`src/hdl/kwm_pkg.sv`:
```
package kwm_pkg;

    localparam int MAX_LISTS_DEF   = 16;
    localparam int VALUE_WIDTH_DEF = 32;
    localparam int LISTS_RESET     = 16;

endpackage

```
`src/hdl/kwm_if.sv`:
```
interface kwm_in_if #(
    parameter int IDX_W = $clog2(kwm_pkg::MAX_LISTS_DEF),
    parameter int VAL_W = kwm_pkg::VALUE_WIDTH_DEF
);
    logic                    valid;
    logic                    ready;
    logic [IDX_W-1:0]        list_index;
    logic signed [VAL_W-1:0] value;
    logic                    end_of_list;

    modport source (output valid, list_index, value, end_of_list, input ready);
    modport sink   (input valid, list_index, value, end_of_list, output ready);
endinterface

interface kwm_out_if #(
    parameter int IDX_W = $clog2(kwm_pkg::MAX_LISTS_DEF),
    parameter int VAL_W = kwm_pkg::VALUE_WIDTH_DEF
);
    logic                    valid;
    logic                    ready;
    logic signed [VAL_W-1:0] merged_value;
    logic [IDX_W-1:0]        source_list;
    logic                    all_done;

    modport source (output valid, merged_value, source_list, all_done, input ready);
    modport sink   (input valid, merged_value, source_list, all_done, output ready);
endinterface

interface kwm_cfg_if #(
    parameter int CNT_W = $clog2(kwm_pkg::MAX_LISTS_DEF + 1)
);
    logic             valid;
    logic             ready;
    logic [CNT_W-1:0] data;

    modport source (output valid, data, input ready);
    modport sink   (input valid, data, output ready);
endinterface

```
`src/hdl/k_way_sorted_stream_merge.sv`:
```
// Merges up to MAX_LISTS ascending signed streams into one ascending stream.
// Lists 0 .. lists_in_use-1 take part (zero counts as one, values above
// MAX_LISTS saturate). Heads live in a small RAM; per-list present/ended
// flags live in flops. A request is taken in S_IDLE and checked in S_DECIDE;
// when every live list holds a head, the head RAM is swept once over the
// lists in use in S_SCAN and the smallest head (lowest index on ties) is
// registered for output in S_EMIT, which waits while the output is stalled.
// No new request is taken until the block is back in S_IDLE. When all lists
// in use have ended, an all_done result with zero fields is emitted and the
// flags clear; lists_in_use is kept.
module k_way_sorted_stream_merge #(
    parameter int MAX_LISTS   = kwm_pkg::MAX_LISTS_DEF,
    parameter int VALUE_WIDTH = kwm_pkg::VALUE_WIDTH_DEF
) (
    input  logic      i_clk,
    input  logic      i_rst_n,
    kwm_cfg_if.sink   i_cfg,
    kwm_in_if.sink    i_in_item,
    kwm_out_if.source o_result
);

    localparam int IDX_W = $clog2(MAX_LISTS);
    localparam int CNT_W = $clog2(MAX_LISTS + 1);

    localparam logic [1:0] S_IDLE   = 2'd0;
    localparam logic [1:0] S_DECIDE = 2'd1;
    localparam logic [1:0] S_SCAN   = 2'd2;
    localparam logic [1:0] S_EMIT   = 2'd3;

    logic [1:0]                    r_state;
    logic [CNT_W-1:0]              r_cfg;
    logic [MAX_LISTS-1:0]          r_present;
    logic [MAX_LISTS-1:0]          r_ended;
    logic [IDX_W-1:0]              r_ptr;
    logic [IDX_W-1:0]              r_best_idx;
    logic signed [VALUE_WIDTH-1:0] r_best_val;
    logic                          r_found;
    logic                          r_ov;
    logic signed [VALUE_WIDTH-1:0] r_oval;
    logic [IDX_W-1:0]              r_osrc;
    logic                          r_odone;

    logic [CNT_W-1:0]       used_cnt;
    logic [MAX_LISTS-1:0]   used;
    logic                   all_ended;
    logic                   all_ready;
    logic                   out_free;
    logic                   set_ov;
    logic                   in_acc;
    logic                   idx_ok;
    logic                   take;
    logic                   ram_we;
    logic [IDX_W-1:0]       ram_raddr;
    logic [VALUE_WIDTH-1:0] ram_rdata;
    logic                   cand;
    logic                   less;
    logic                   last;

    always_comb begin
        priority if (r_cfg == '0) begin
            used_cnt = CNT_W'(1);
        end else if (int'(r_cfg) > MAX_LISTS) begin
            used_cnt = CNT_W'(MAX_LISTS);
        end else begin
            used_cnt = r_cfg;
        end
        for (int i = 0; i < MAX_LISTS; i++) begin
            used[i] = i < int'(used_cnt);
        end
    end

    assign all_ended = &(~used | r_ended);
    assign all_ready = &(~used | r_ended | r_present);
    assign out_free  = !r_ov || o_result.ready;
    assign set_ov    = out_free && (((r_state == S_DECIDE) && all_ended)
                                    || (r_state == S_EMIT));

    assign i_cfg.ready     = 1'b1;
    assign i_in_item.ready = (r_state == S_IDLE);
    assign in_acc          = i_in_item.valid && i_in_item.ready;
    assign idx_ok          = used[i_in_item.list_index]
                             && !r_ended[i_in_item.list_index]
                             && !r_present[i_in_item.list_index];
    assign take            = in_acc && idx_ok;
    assign ram_we          = take && !i_in_item.end_of_list;
    assign ram_raddr       = (r_state == S_SCAN) ? r_ptr + IDX_W'(1) : '0;

    // entry r_ptr arrives from the RAM while in S_SCAN
    assign cand = used[r_ptr] && r_present[r_ptr];
    assign less = !r_found || ($signed(ram_rdata) < r_best_val);
    assign last = (CNT_W'(r_ptr) == used_cnt - CNT_W'(1));

    kwm_ram #(
        .WIDTH (VALUE_WIDTH),
        .DEPTH (MAX_LISTS)
    ) u_head_ram (
        .i_clk   (i_clk),
        .i_we    (ram_we),
        .i_waddr (i_in_item.list_index),
        .i_wdata (i_in_item.value),
        .i_raddr (ram_raddr),
        .o_rdata (ram_rdata)
    );

    always_ff @(posedge i_clk) begin
        if (!i_rst_n) begin
            r_state   <= S_IDLE;
            r_cfg     <= CNT_W'(MAX_LISTS < kwm_pkg::LISTS_RESET ?
                                MAX_LISTS : kwm_pkg::LISTS_RESET);
            r_present <= '0;
            r_ended   <= '0;
            r_found   <= 1'b0;
            r_ov      <= 1'b0;
        end else begin
            if (i_cfg.valid) begin
                r_cfg <= i_cfg.data;
            end
            if (set_ov) begin
                r_ov <= 1'b1;
            end else if (r_ov && o_result.ready) begin
                r_ov <= 1'b0;
            end
            unique case (r_state)
                S_IDLE: begin
                    if (in_acc) begin
                        if (take) begin
                            if (i_in_item.end_of_list) begin
                                r_ended[i_in_item.list_index] <= 1'b1;
                            end else begin
                                r_present[i_in_item.list_index] <= 1'b1;
                            end
                        end
                        r_state <= S_DECIDE;
                    end
                end
                S_DECIDE: begin
                    priority if (all_ended) begin
                        if (out_free) begin
                            r_oval    <= '0;
                            r_osrc    <= '0;
                            r_odone   <= 1'b1;
                            r_present <= '0;
                            r_ended   <= '0;
                            r_state   <= S_IDLE;
                        end
                    end else if (all_ready) begin
                        r_ptr   <= '0;
                        r_found <= 1'b0;
                        r_state <= S_SCAN;
                    end else begin
                        r_state <= S_IDLE;
                    end
                end
                S_SCAN: begin
                    if (cand && less) begin
                        r_found    <= 1'b1;
                        r_best_idx <= r_ptr;
                        r_best_val <= $signed(ram_rdata);
                    end
                    if (last) begin
                        r_state <= S_EMIT;
                    end else begin
                        r_ptr <= r_ptr + IDX_W'(1);
                    end
                end
                S_EMIT: begin
                    if (out_free) begin
                        r_oval                <= r_best_val;
                        r_osrc                <= r_best_idx;
                        r_odone               <= 1'b0;
                        r_present[r_best_idx] <= 1'b0;
                        r_state               <= S_IDLE;
                    end
                end
                default: r_state <= S_IDLE;
            endcase
        end
    end

    assign o_result.valid        = r_ov;
    assign o_result.merged_value = r_oval;
    assign o_result.source_list  = r_osrc;
    assign o_result.all_done     = r_odone;

endmodule

```
`src/hdl/kwm_ram.sv`:
```
module kwm_ram #(
    parameter int WIDTH = kwm_pkg::VALUE_WIDTH_DEF,
    parameter int DEPTH = kwm_pkg::MAX_LISTS_DEF
) (
    input  logic                     i_clk,
    input  logic                     i_we,
    input  logic [$clog2(DEPTH)-1:0] i_waddr,
    input  logic [WIDTH-1:0]         i_wdata,
    input  logic [$clog2(DEPTH)-1:0] i_raddr,
    output logic [WIDTH-1:0]         o_rdata
);

    logic [WIDTH-1:0] r_mem [DEPTH];

    always_ff @(posedge i_clk) begin
        if (i_we) begin
            r_mem[i_waddr] <= i_wdata;
        end
        o_rdata <= r_mem[i_raddr];
    end

endmodule

```
`src/flat_wrapper.sv`:
```
// flat-port wrapper written by rule: the top's interface ports become plain ports
module k_way_sorted_stream_merge_flat 
#(
    parameter int MAX_LISTS   = kwm_pkg::MAX_LISTS_DEF,
    parameter int VALUE_WIDTH = kwm_pkg::VALUE_WIDTH_DEF
)
  (i_clk, i_rst_n, i_cfg_valid, i_cfg_data, i_cfg_ready, i_in_item_valid, i_in_item_list_index, i_in_item_value, i_in_item_end_of_list, i_in_item_ready, o_result_valid, o_result_merged_value, o_result_source_list, o_result_all_done, o_result_ready);
  kwm_cfg_if i_cfg_i ();
  kwm_in_if i_in_item_i ();
  kwm_out_if o_result_i ();
  input  logic i_clk;
  input  logic i_rst_n;
  input wire logic [$bits(i_cfg_i.valid)-1:0] i_cfg_valid;
  input wire logic [$bits(i_cfg_i.data)-1:0] i_cfg_data;
  output wire logic [$bits(i_cfg_i.ready)-1:0] i_cfg_ready;
  input wire logic [$bits(i_in_item_i.valid)-1:0] i_in_item_valid;
  input wire logic [$bits(i_in_item_i.list_index)-1:0] i_in_item_list_index;
  input wire logic [$bits(i_in_item_i.value)-1:0] i_in_item_value;
  input wire logic [$bits(i_in_item_i.end_of_list)-1:0] i_in_item_end_of_list;
  output wire logic [$bits(i_in_item_i.ready)-1:0] i_in_item_ready;
  output wire logic [$bits(o_result_i.valid)-1:0] o_result_valid;
  output wire logic [$bits(o_result_i.merged_value)-1:0] o_result_merged_value;
  output wire logic [$bits(o_result_i.source_list)-1:0] o_result_source_list;
  output wire logic [$bits(o_result_i.all_done)-1:0] o_result_all_done;
  input wire logic [$bits(o_result_i.ready)-1:0] o_result_ready;
  assign i_cfg_i.valid = i_cfg_valid;
  assign i_cfg_i.data = i_cfg_data;
  assign i_cfg_ready = i_cfg_i.ready;
  assign i_in_item_i.valid = i_in_item_valid;
  assign i_in_item_i.list_index = i_in_item_list_index;
  assign i_in_item_i.value = i_in_item_value;
  assign i_in_item_i.end_of_list = i_in_item_end_of_list;
  assign i_in_item_ready = i_in_item_i.ready;
  assign o_result_valid = o_result_i.valid;
  assign o_result_merged_value = o_result_i.merged_value;
  assign o_result_source_list = o_result_i.source_list;
  assign o_result_all_done = o_result_i.all_done;
  assign o_result_i.ready = o_result_ready;
  k_way_sorted_stream_merge #(.MAX_LISTS(MAX_LISTS), .VALUE_WIDTH(VALUE_WIDTH)) u_core (.i_clk(i_clk), .i_rst_n(i_rst_n), .i_cfg(i_cfg_i), .i_in_item(i_in_item_i), .o_result(o_result_i));
endmodule
```
`config.mk`:
```
export PLATFORM = sky130hd
export DESIGN_NAME = k_way_sorted_stream_merge_flat
export DESIGN_NICKNAME = d
export VERILOG_FILES = /design/src/hdl/kwm_pkg.sv /design/src/hdl/kwm_if.sv /design/src/hdl/k_way_sorted_stream_merge.sv /design/src/hdl/kwm_ram.sv /design/src/flat_wrapper.sv
export SDC_FILE = /design/constraint.sdc
export NUM_CORES = 1
export LEC_CHECK = 0
export BUFFER_PORTS_ARGS = -buffer_cell sky130_fd_sc_hd__buf_2
export CORE_ASPECT_RATIO = 1.1
export CORE_UTILIZATION = 62
export CTS_CLUSTER_SIZE = 30
export DETAILED_ROUTE_END_ITERATION = 7
export GPL_ROUTABILITY_DRIVEN = 0
export GPL_TIMING_DRIVEN = 0
export PLACE_DENSITY = 0.86
export SYNTH_ARGS = -nofsm -noshare
export SYNTH_HDL_FRONTEND = slang
export SYNTH_HIERARCHICAL = 1
export SYNTH_SLANG_ARGS = --single-unit
export TNS_END_PERCENT = 30
```
`constraint.sdc`:
```
create_clock -name i_clk -period 7.7 [get_ports i_clk]
set_clock_uncertainty 0.2 [all_clocks]
set_input_delay 0.77 -clock i_clk [delete_from_list [all_inputs] [get_ports i_clk]]
set_output_delay 0.77 -clock i_clk [all_outputs]
set_load 0.05 [all_outputs]
```
# Word-level counts from Yosys, hierarchy flattened
# Memories as Yosys holds them, arrays and structs flattened. A register that Yosys moved wholly into a read port is not among the register bits.
# Index checks and enable logic that the tools add are counted.
word_totals:
  regBits: 118
  ramBits: 512
  out_inout_bits: 40
  mem_count: 1
memory_table:
  columns: ["memory", "depth", "width", "rd", "rd_ports_with_merged_regs", "wr", "line_no", "text"]
  rows:
  - ["u_core.u_head_ram.r_mem", 16, 32, 1, 1, 1, "kwm_ram.sv:13", "logic [WIDTH-1:0] r_mem [DEPTH];"]
op_classes:
  reduce_logical: 36
  order_cmp: 23
  muxes: 58
  add_sub_neg: 2
  n_eq_ne: 16
  bitwise: 7
ops:
  columns: ["cell", "n"]
  rows:
  - ["two-way mux 16 bit", 9]
  - ["two-way mux 32 bit", 3]
  - ["bitwise OR 16 bit", 4]
  - ["one-hot mux 32 bit (2 select lines)", 1]
  - ["one-hot mux 16 bit (3 select lines)", 1]
  - ["< comparator 4 x 5 -> 1 bit (first input constant)", 8]
  - ["< comparator 32 bit", 1]
  - ["inverter 16 bit", 2]
  - ["one-hot mux 16 bit (2 select lines)", 1]
  - ["AND reduction 16 bit", 2]
  - ["two-way mux 4 bit", 7]
  - ["binary-select mux 1 bit (select 4 bit)", 5]
  - ["< comparator 3 x 5 -> 1 bit (first input constant)", 4]
  - ["two-way mux 1 bit", 17]
  - ["AND 16 bit", 1]
  - ["one-hot mux 4 bit (2 select lines)", 2]
  - ["< comparator 4 x 5 -> 1 bit (second input constant)", 3]
  - ["!= test 2 bit (second input constant)", 7]
  - ["logical AND 1 bit", 12]
  - ["< comparator 1 x 5 -> 1 bit (first input constant)", 2]
  - ["< comparator 2 x 5 -> 1 bit (first input constant)", 2]
  - ["two-way mux 2 bit", 5]
  - ["two-way mux 5 bit", 2]
  - ["!= test 2 x 1 -> 1 bit (second input constant)", 5]
  - ["22 further kinds", 36]

# Logic depth before layout (Yosys ltp)
logic_depth:
  word_depth: 12
  ltp_mapped: 13
  mapped_depth_nobuf: 11

# By module
# Netlist, hierarchy kept.
modules_own_cells:
  columns: ["mod", "n_inst", "area_each_um2", "cells_each", "seq_area_each_um2"]
  rows:
  - ["kwm_ram", 1, 19835.3, 838, 16015.4]
  - ["k_way_sorted_stream_merge", 1, 6367.4, 615, 3133.0]

# Least setup slack after synthesis
# OpenSTA, ideal clock, no wires.
synth_path:
  path_type: "register to register"
  start: "reg u_core.r_cfg[1]"
  end: "mem u_core/u_head_ram/r_mem[0][0] (netlist bit), enable pin"
  setup_ps: 461
  required_time_ps: 7039
  path_stages_with_launch: 14
  setup_slack_ps: 1806
  arrival_time_ps: 5232
  path_buffers: 2
  path_cell_list: "dfxtp_1 > buf_2 > buf_1 > nor3_1 > o21ai_0 > inv_1 > ha_1 > a21oi_1 > a211oi_1 > nor4b_1 > nand2_1 > nor3_1 > or3b_2 > nor3_1"
synth_between:
  elab_chain_len: 12
  word_cells_on_any_way: 28
  classes_between: "17 x order compare; 6 x mux; 5 x reduce/logical"
synth_rtl:
  columns: ["item", "line_no", "text"]
  rows:
  - ["start, declared", "k_way_sorted_stream_merge.sv:31", "logic [CNT_W-1:0] r_cfg;"]
  - ["start signal, assigned", "k_way_sorted_stream_merge.sv:108", "r_cfg <= CNT_W'(MAX_LISTS < kwm_pkg::LISTS_RESET ?"]
  - ["start signal, assigned", "k_way_sorted_stream_merge.sv:116", "r_cfg <= i_cfg.data;"]
  - ["greater-than comparator 5 bit", "k_way_sorted_stream_merge.sv:62", "end else if (int'(r_cfg) > MAX_LISTS) begin"]
  - ["two-way mux 5 bit", "k_way_sorted_stream_merge.sv:62", null]
  - ["two-way mux 5 bit *", "k_way_sorted_stream_merge.sv:60", "priority if (r_cfg == '0) begin"]
  - ["< comparator 1 x 5 -> 1 bit (tied with other cells)", "k_way_sorted_stream_merge.sv:68", "used[i] = i < int'(used_cnt);"]
  - ["binary-select mux 1 bit (select 4 bit) *", "k_way_sorted_stream_merge.sv:81", "assign idx_ok = used[i_in_item.list_index]"]
  - ["two-way mux 1 bit (implied by the code) *", "k_way_sorted_stream_merge.sv:81", null]
  - ["logical AND 1 bit *", "k_way_sorted_stream_merge.sv:82", "&& !r_ended[i_in_item.list_index]"]
  - ["logical AND 1 bit *", "k_way_sorted_stream_merge.sv:83", "&& !r_present[i_in_item.list_index];"]
  - ["logical AND 1 bit *", "k_way_sorted_stream_merge.sv:84", "assign take = in_acc && idx_ok;"]
  - ["logical AND 1 bit *", "k_way_sorted_stream_merge.sv:85", "assign ram_we = take && !i_in_item.end_of_list;"]
  - ["net u_core.ram_we", "k_way_sorted_stream_merge.sv:52", "logic ram_we;"]
  - ["two-way mux 1 bit *", "kwm_ram.sv:16", "if (i_we) begin"]
  - ["two-way mux 1 bit (implied by the code) *", "kwm_ram.sv:17", "r_mem[i_waddr] <= i_wdata;"]
  - ["end, declared", "kwm_ram.sv:13", null]
# Mark *: on every way through the listed nets, which the timed path passes. The rest lies on a longest branch. The select of a mux whose other input is x is not followed.

# Worst setup path after layout
layout_path:
  start: "reg u_core.r_cfg[1]"
  end: "mem u_core/u_head_ram/r_mem[12][17] (netlist bit), enable pin"
# The elaborated chain is that of the path after synthesis.

==> flow_summary_export.csv <==
group,metric,value,unit
synthesis,synth_top_family_by_area,"multiplexers",
route,drtIter0Drc,2340,
setup_path,crit_slowest_cell,"nor3_2",
synthesis,synth.cell_area,26200,um2
clock_network,cts_tree,"yes",
clock_network,cts_setup_buffers,0,
setup_path,cp_top_family,"simple AND/OR/NAND/NOR gates",
synthesis,ys_types,78,
clock_network,numCtsBuffers,59,
route,drc,0,
sta,finalMaxSlewViolations,0,
route,dr.pass1.iters,6,
grt,grt_use_total,33.3,%
sta,post-route-min-period,5.62,ns
synthesis,synth_mux_area_share,11.6,%
setup_path,critical_path_required,7.81,ns
route,vias,15700,
pwr,p_per_area,239,nW/um2
finish,mostFrequentLayoutCell,"edfxtp_1",
sta,fin_crit_sh,72.9,%
sta,holdWs,0.202,ns
clock_network,clk_latency,0.62,ns
route,drtAntennaViolNets,0,
setup_path,path_depth,15,
setup_path,reg2reg_depth,15,
placement,port-buffer-count,82,
route,viasPerCell,7.03,
pwr,power.share.clock,42.6,%
synthesis,syn-instance-count,1453,
setup_path,path_max_fanout,10,
clock_network,clkSinkCount,662,
sta,hold_viol_final,0,
floorplanning,coreArea,41500,um2
pwr,intPower,5.68,mW
synthesis,synth-simple-area-share,5.11,%
finish,drive_gt1_share,23.6,%
setup_path,r2r_slack,2.08,ns
pwr,combinationalPowerShare,2.4,%
clock_network,cts_resized,0,
finish,nNetsFinal,1704,
route,wirelength,70100,um
flow_run,drv_cap,1,
grt,grt-ovfl-total,0,
grt,grt_pass1_wl,101000,um
clock_network,clockBufferDepth,3,
synthesis,avgSynthCellArea,18.0,um2
synthesis,synth_edf_count,589,
setup_path,criticalPathCategory,"register to register",
setup_path,cp-end-kind,"register",
synthesis,synth_compound_area_share,6.17,%
pwr,power.share.sequential,55.0,%
synthesis,ys.flop_type,"edfxtp_1",
pwr,ir_worst_vdd,0.184,mV
sta,setup_viol,0,
sta,slew_headroom,1.32,%
route,wl_per_cell,31.3,um
synthesis,synthArstFlopShare,0,%
route,routed-wl-met2,34400,um
status,violations,"capacitance limit",
setup_path,max_stage_delay,0.93,ns
sta,rsz0062_at_grt,"no",
grt,grt_max_degree,38,
floorplanning,io_pins,87,
pwr,p_switching,1.46,mW
setup_path,cp.arrival,5.73,ns
placement,dpl.hpwl,41100,um
synthesis,ys_ff_latch,662,
finish,syn_to_final_growth,14.0,%
floorplanning,die_y,218,um
route,met3_length,7930,um
synthesis,synth-adder-area-share,1.62,%
sta,tightest_slew,1.47,ns
hold_path,min_path_type,"input pin to register",
clock_network,cts.htree.levels,2,
synthesis,synth_fp_nets,1534,
floorplanning,core.rowCount,78,
setup_path,crit_path_end,"u_core/u_head_ram/r_mem[12][17]",
setup_path,r2r_end,"u_core/u_head_ram/r_mem[12][17]",
finish,final_cell_mix,"edfxtp_1, mux4_2, buf_2",
finish,utilization,72.0,%
pwr,p_leak,9.60,nW
clock_network,postCtsHoldBufs,0,
setup_path,r2r-start,"u_core/r_cfg[1]",
pwr,p_sw_share,20.4,%
clock_network,path_clk_slew,0.06,ns
route,top_layer_used,"met5",
status,status,"finished with violations",
synthesis,yosysSeqAreaShare,73.1,%
grt,grt_antenna_before_repair,7,
setup_path,cp_num_buf_inv,5,
setup_path,cp-start-kind,"register",
synthesis,synth_xor_area_share,0.201,%
setup_path,worstPathCellList,"buf_2, buf_1, nor3_1, o21ai_0, inv_1, ha_1, a21oi_1, a211oi_1, nor4b_1, nand2_1, nor3_1, nand3_1, nor3_2, buf_6, buf_6",
sta,achievable-frequency,0.178,GHz
floorplanning,die-width,198,um
floorplanning,start_util,63.2,%
floorplanning,dieArea,43100,um2
route,drt-met1-wl,22900,um
setup_path,startpoint,"u_core/r_cfg[1]",
grt,first_global_vias,15900,
clock_network,cts_root_buf,"clkbuf_16",
synthesis,yosysWarnings,6,
## power by group through the flow
stage          Sequential, mW  Clock [mW]  Combinational [mW]
6_report                 3.93        3.04               0.173
5_1_grt                  3.93        3.18               0.182
4_1_cts                  3.93        3.05               0.168
3_5_place_dp             4.00           0               0.166
3_3_place_gp             4.00           0               0.149
2_1_floorplan            4.00           0              0.0805
## registers in the layout, summed over array words and instances, names as in the netlist
signal / count
u_core/u_head_ram/r_mem: 512
u_core/o_result.merged_value: 32
u_core/r_best_val: 32
u_core/u_head_ram/o_rdata: 32
u_core/r_ended: 16
u_core/r_present: 16
u_core/r_cfg: 5
u_core/o_result.source_list: 4
u_core/r_best_idx: 4
u_core/r_ptr: 4
u_core/r_state: 2
u_core/o_result.all_done: 1
u_core/o_result.valid: 1
u_core/r_found: 1
## cell usage after synthesis, types with 9 or more instances
cell type  number  share of area, %
o21ai_0        26              0.50
inv_1          44              0.63
nor3_1         23              0.44
nand3_1        13              0.25
o2bb2ai_1      12              0.40
buf_1          13              0.19
edfxtp_1      589                68
nand4_1        19              0.45
a21oi_1        17              0.32
ha_1           34               1.6
nand2b_1       20              0.48
o211ai_1       11              0.32
mux4_2        132                11
a22oi_1        66               1.9
buf_4          11              0.32
nor2b_1        15              0.36
clkbuf_1       40              0.57
o22ai_1         9              0.21
dfxtp_1        73               5.6
and3_1         10              0.24
nand2_1        63              0.90
nor2_1         73               1.0
buf_2          14              0.27
## layer usage
metal  vias up  track usage (%)
met2      1397             54.4
met1      7740             40.9
met5         -                0
met3       359             6.94
li1       6228                -
met4         4             21.0
## worst min-delay path: cells and delay by family
kind,cells,cell delay (ns)
buffers and inverters,1,0.07
AOI/OAI and AO/OA,1,0.08
and+or+nand+nor,1,0.05
## through the flow
step	power (mW)	setup TNS (ns)	area [um2]	cells	setup WS [ns]
finish	7.14	0	29900	2237	2.08
floorplan	4.08	0	26200	1453	1.81
global route	7.28	0	29900	2236	1.84
CTS	7.15	0	29900	2233	2.21
global placement	4.15	-148.86	27300	2095	-1.35
detailed placement	4.17	0	27900	2122	2.25
## how the worst min path moves through the flow
stage | start | endpoint | slack (ns) | depth (start not counted)
detailed placement | u_core/u_head_ram/o_rdata[0] | u_core/r_best_val[0] | 0.21 | 0
finish | i_cfg_data[4] | u_core/r_cfg[4] | 0.20 | 3
floorplan | u_core/u_head_ram/o_rdata[0] | u_core/r_best_val[0] | 0.20 | 0
global placement | u_core/u_head_ram/o_rdata[0] | u_core/r_best_val[0] | 0.20 | 0
global route | i_cfg_data[4] | u_core/r_cfg[4] | 0.21 | 3
CTS | i_cfg_data[4] | u_core/r_cfg[4] | 0.20 | 3
## final cells by class
type	instances	area, um2
inverters	44	165
well taps	560	701
multi-input cells	664	6590
repair buffers	109	853
flip-flops and latches	662	19100
plain buffers	83	408
diodes	4	10.0
clock inverters	31	339
clock buffers	80	1660
fillers	2252	11600
## logic make-up (layout without fill, tap and decap cells)
logic type                 count (synthesis)  in the layout
xor gates and xnor gates                   6              6
buffers and inverters                    127            347
other                                      1              5
adders and majority gates                 34             34
and+or+nand+nor                          267            267
DFF                                      662            662
muxes                                    139            139
AOI/OAI and AO/OA                        217            217
(Power assumes the default switching activity.)
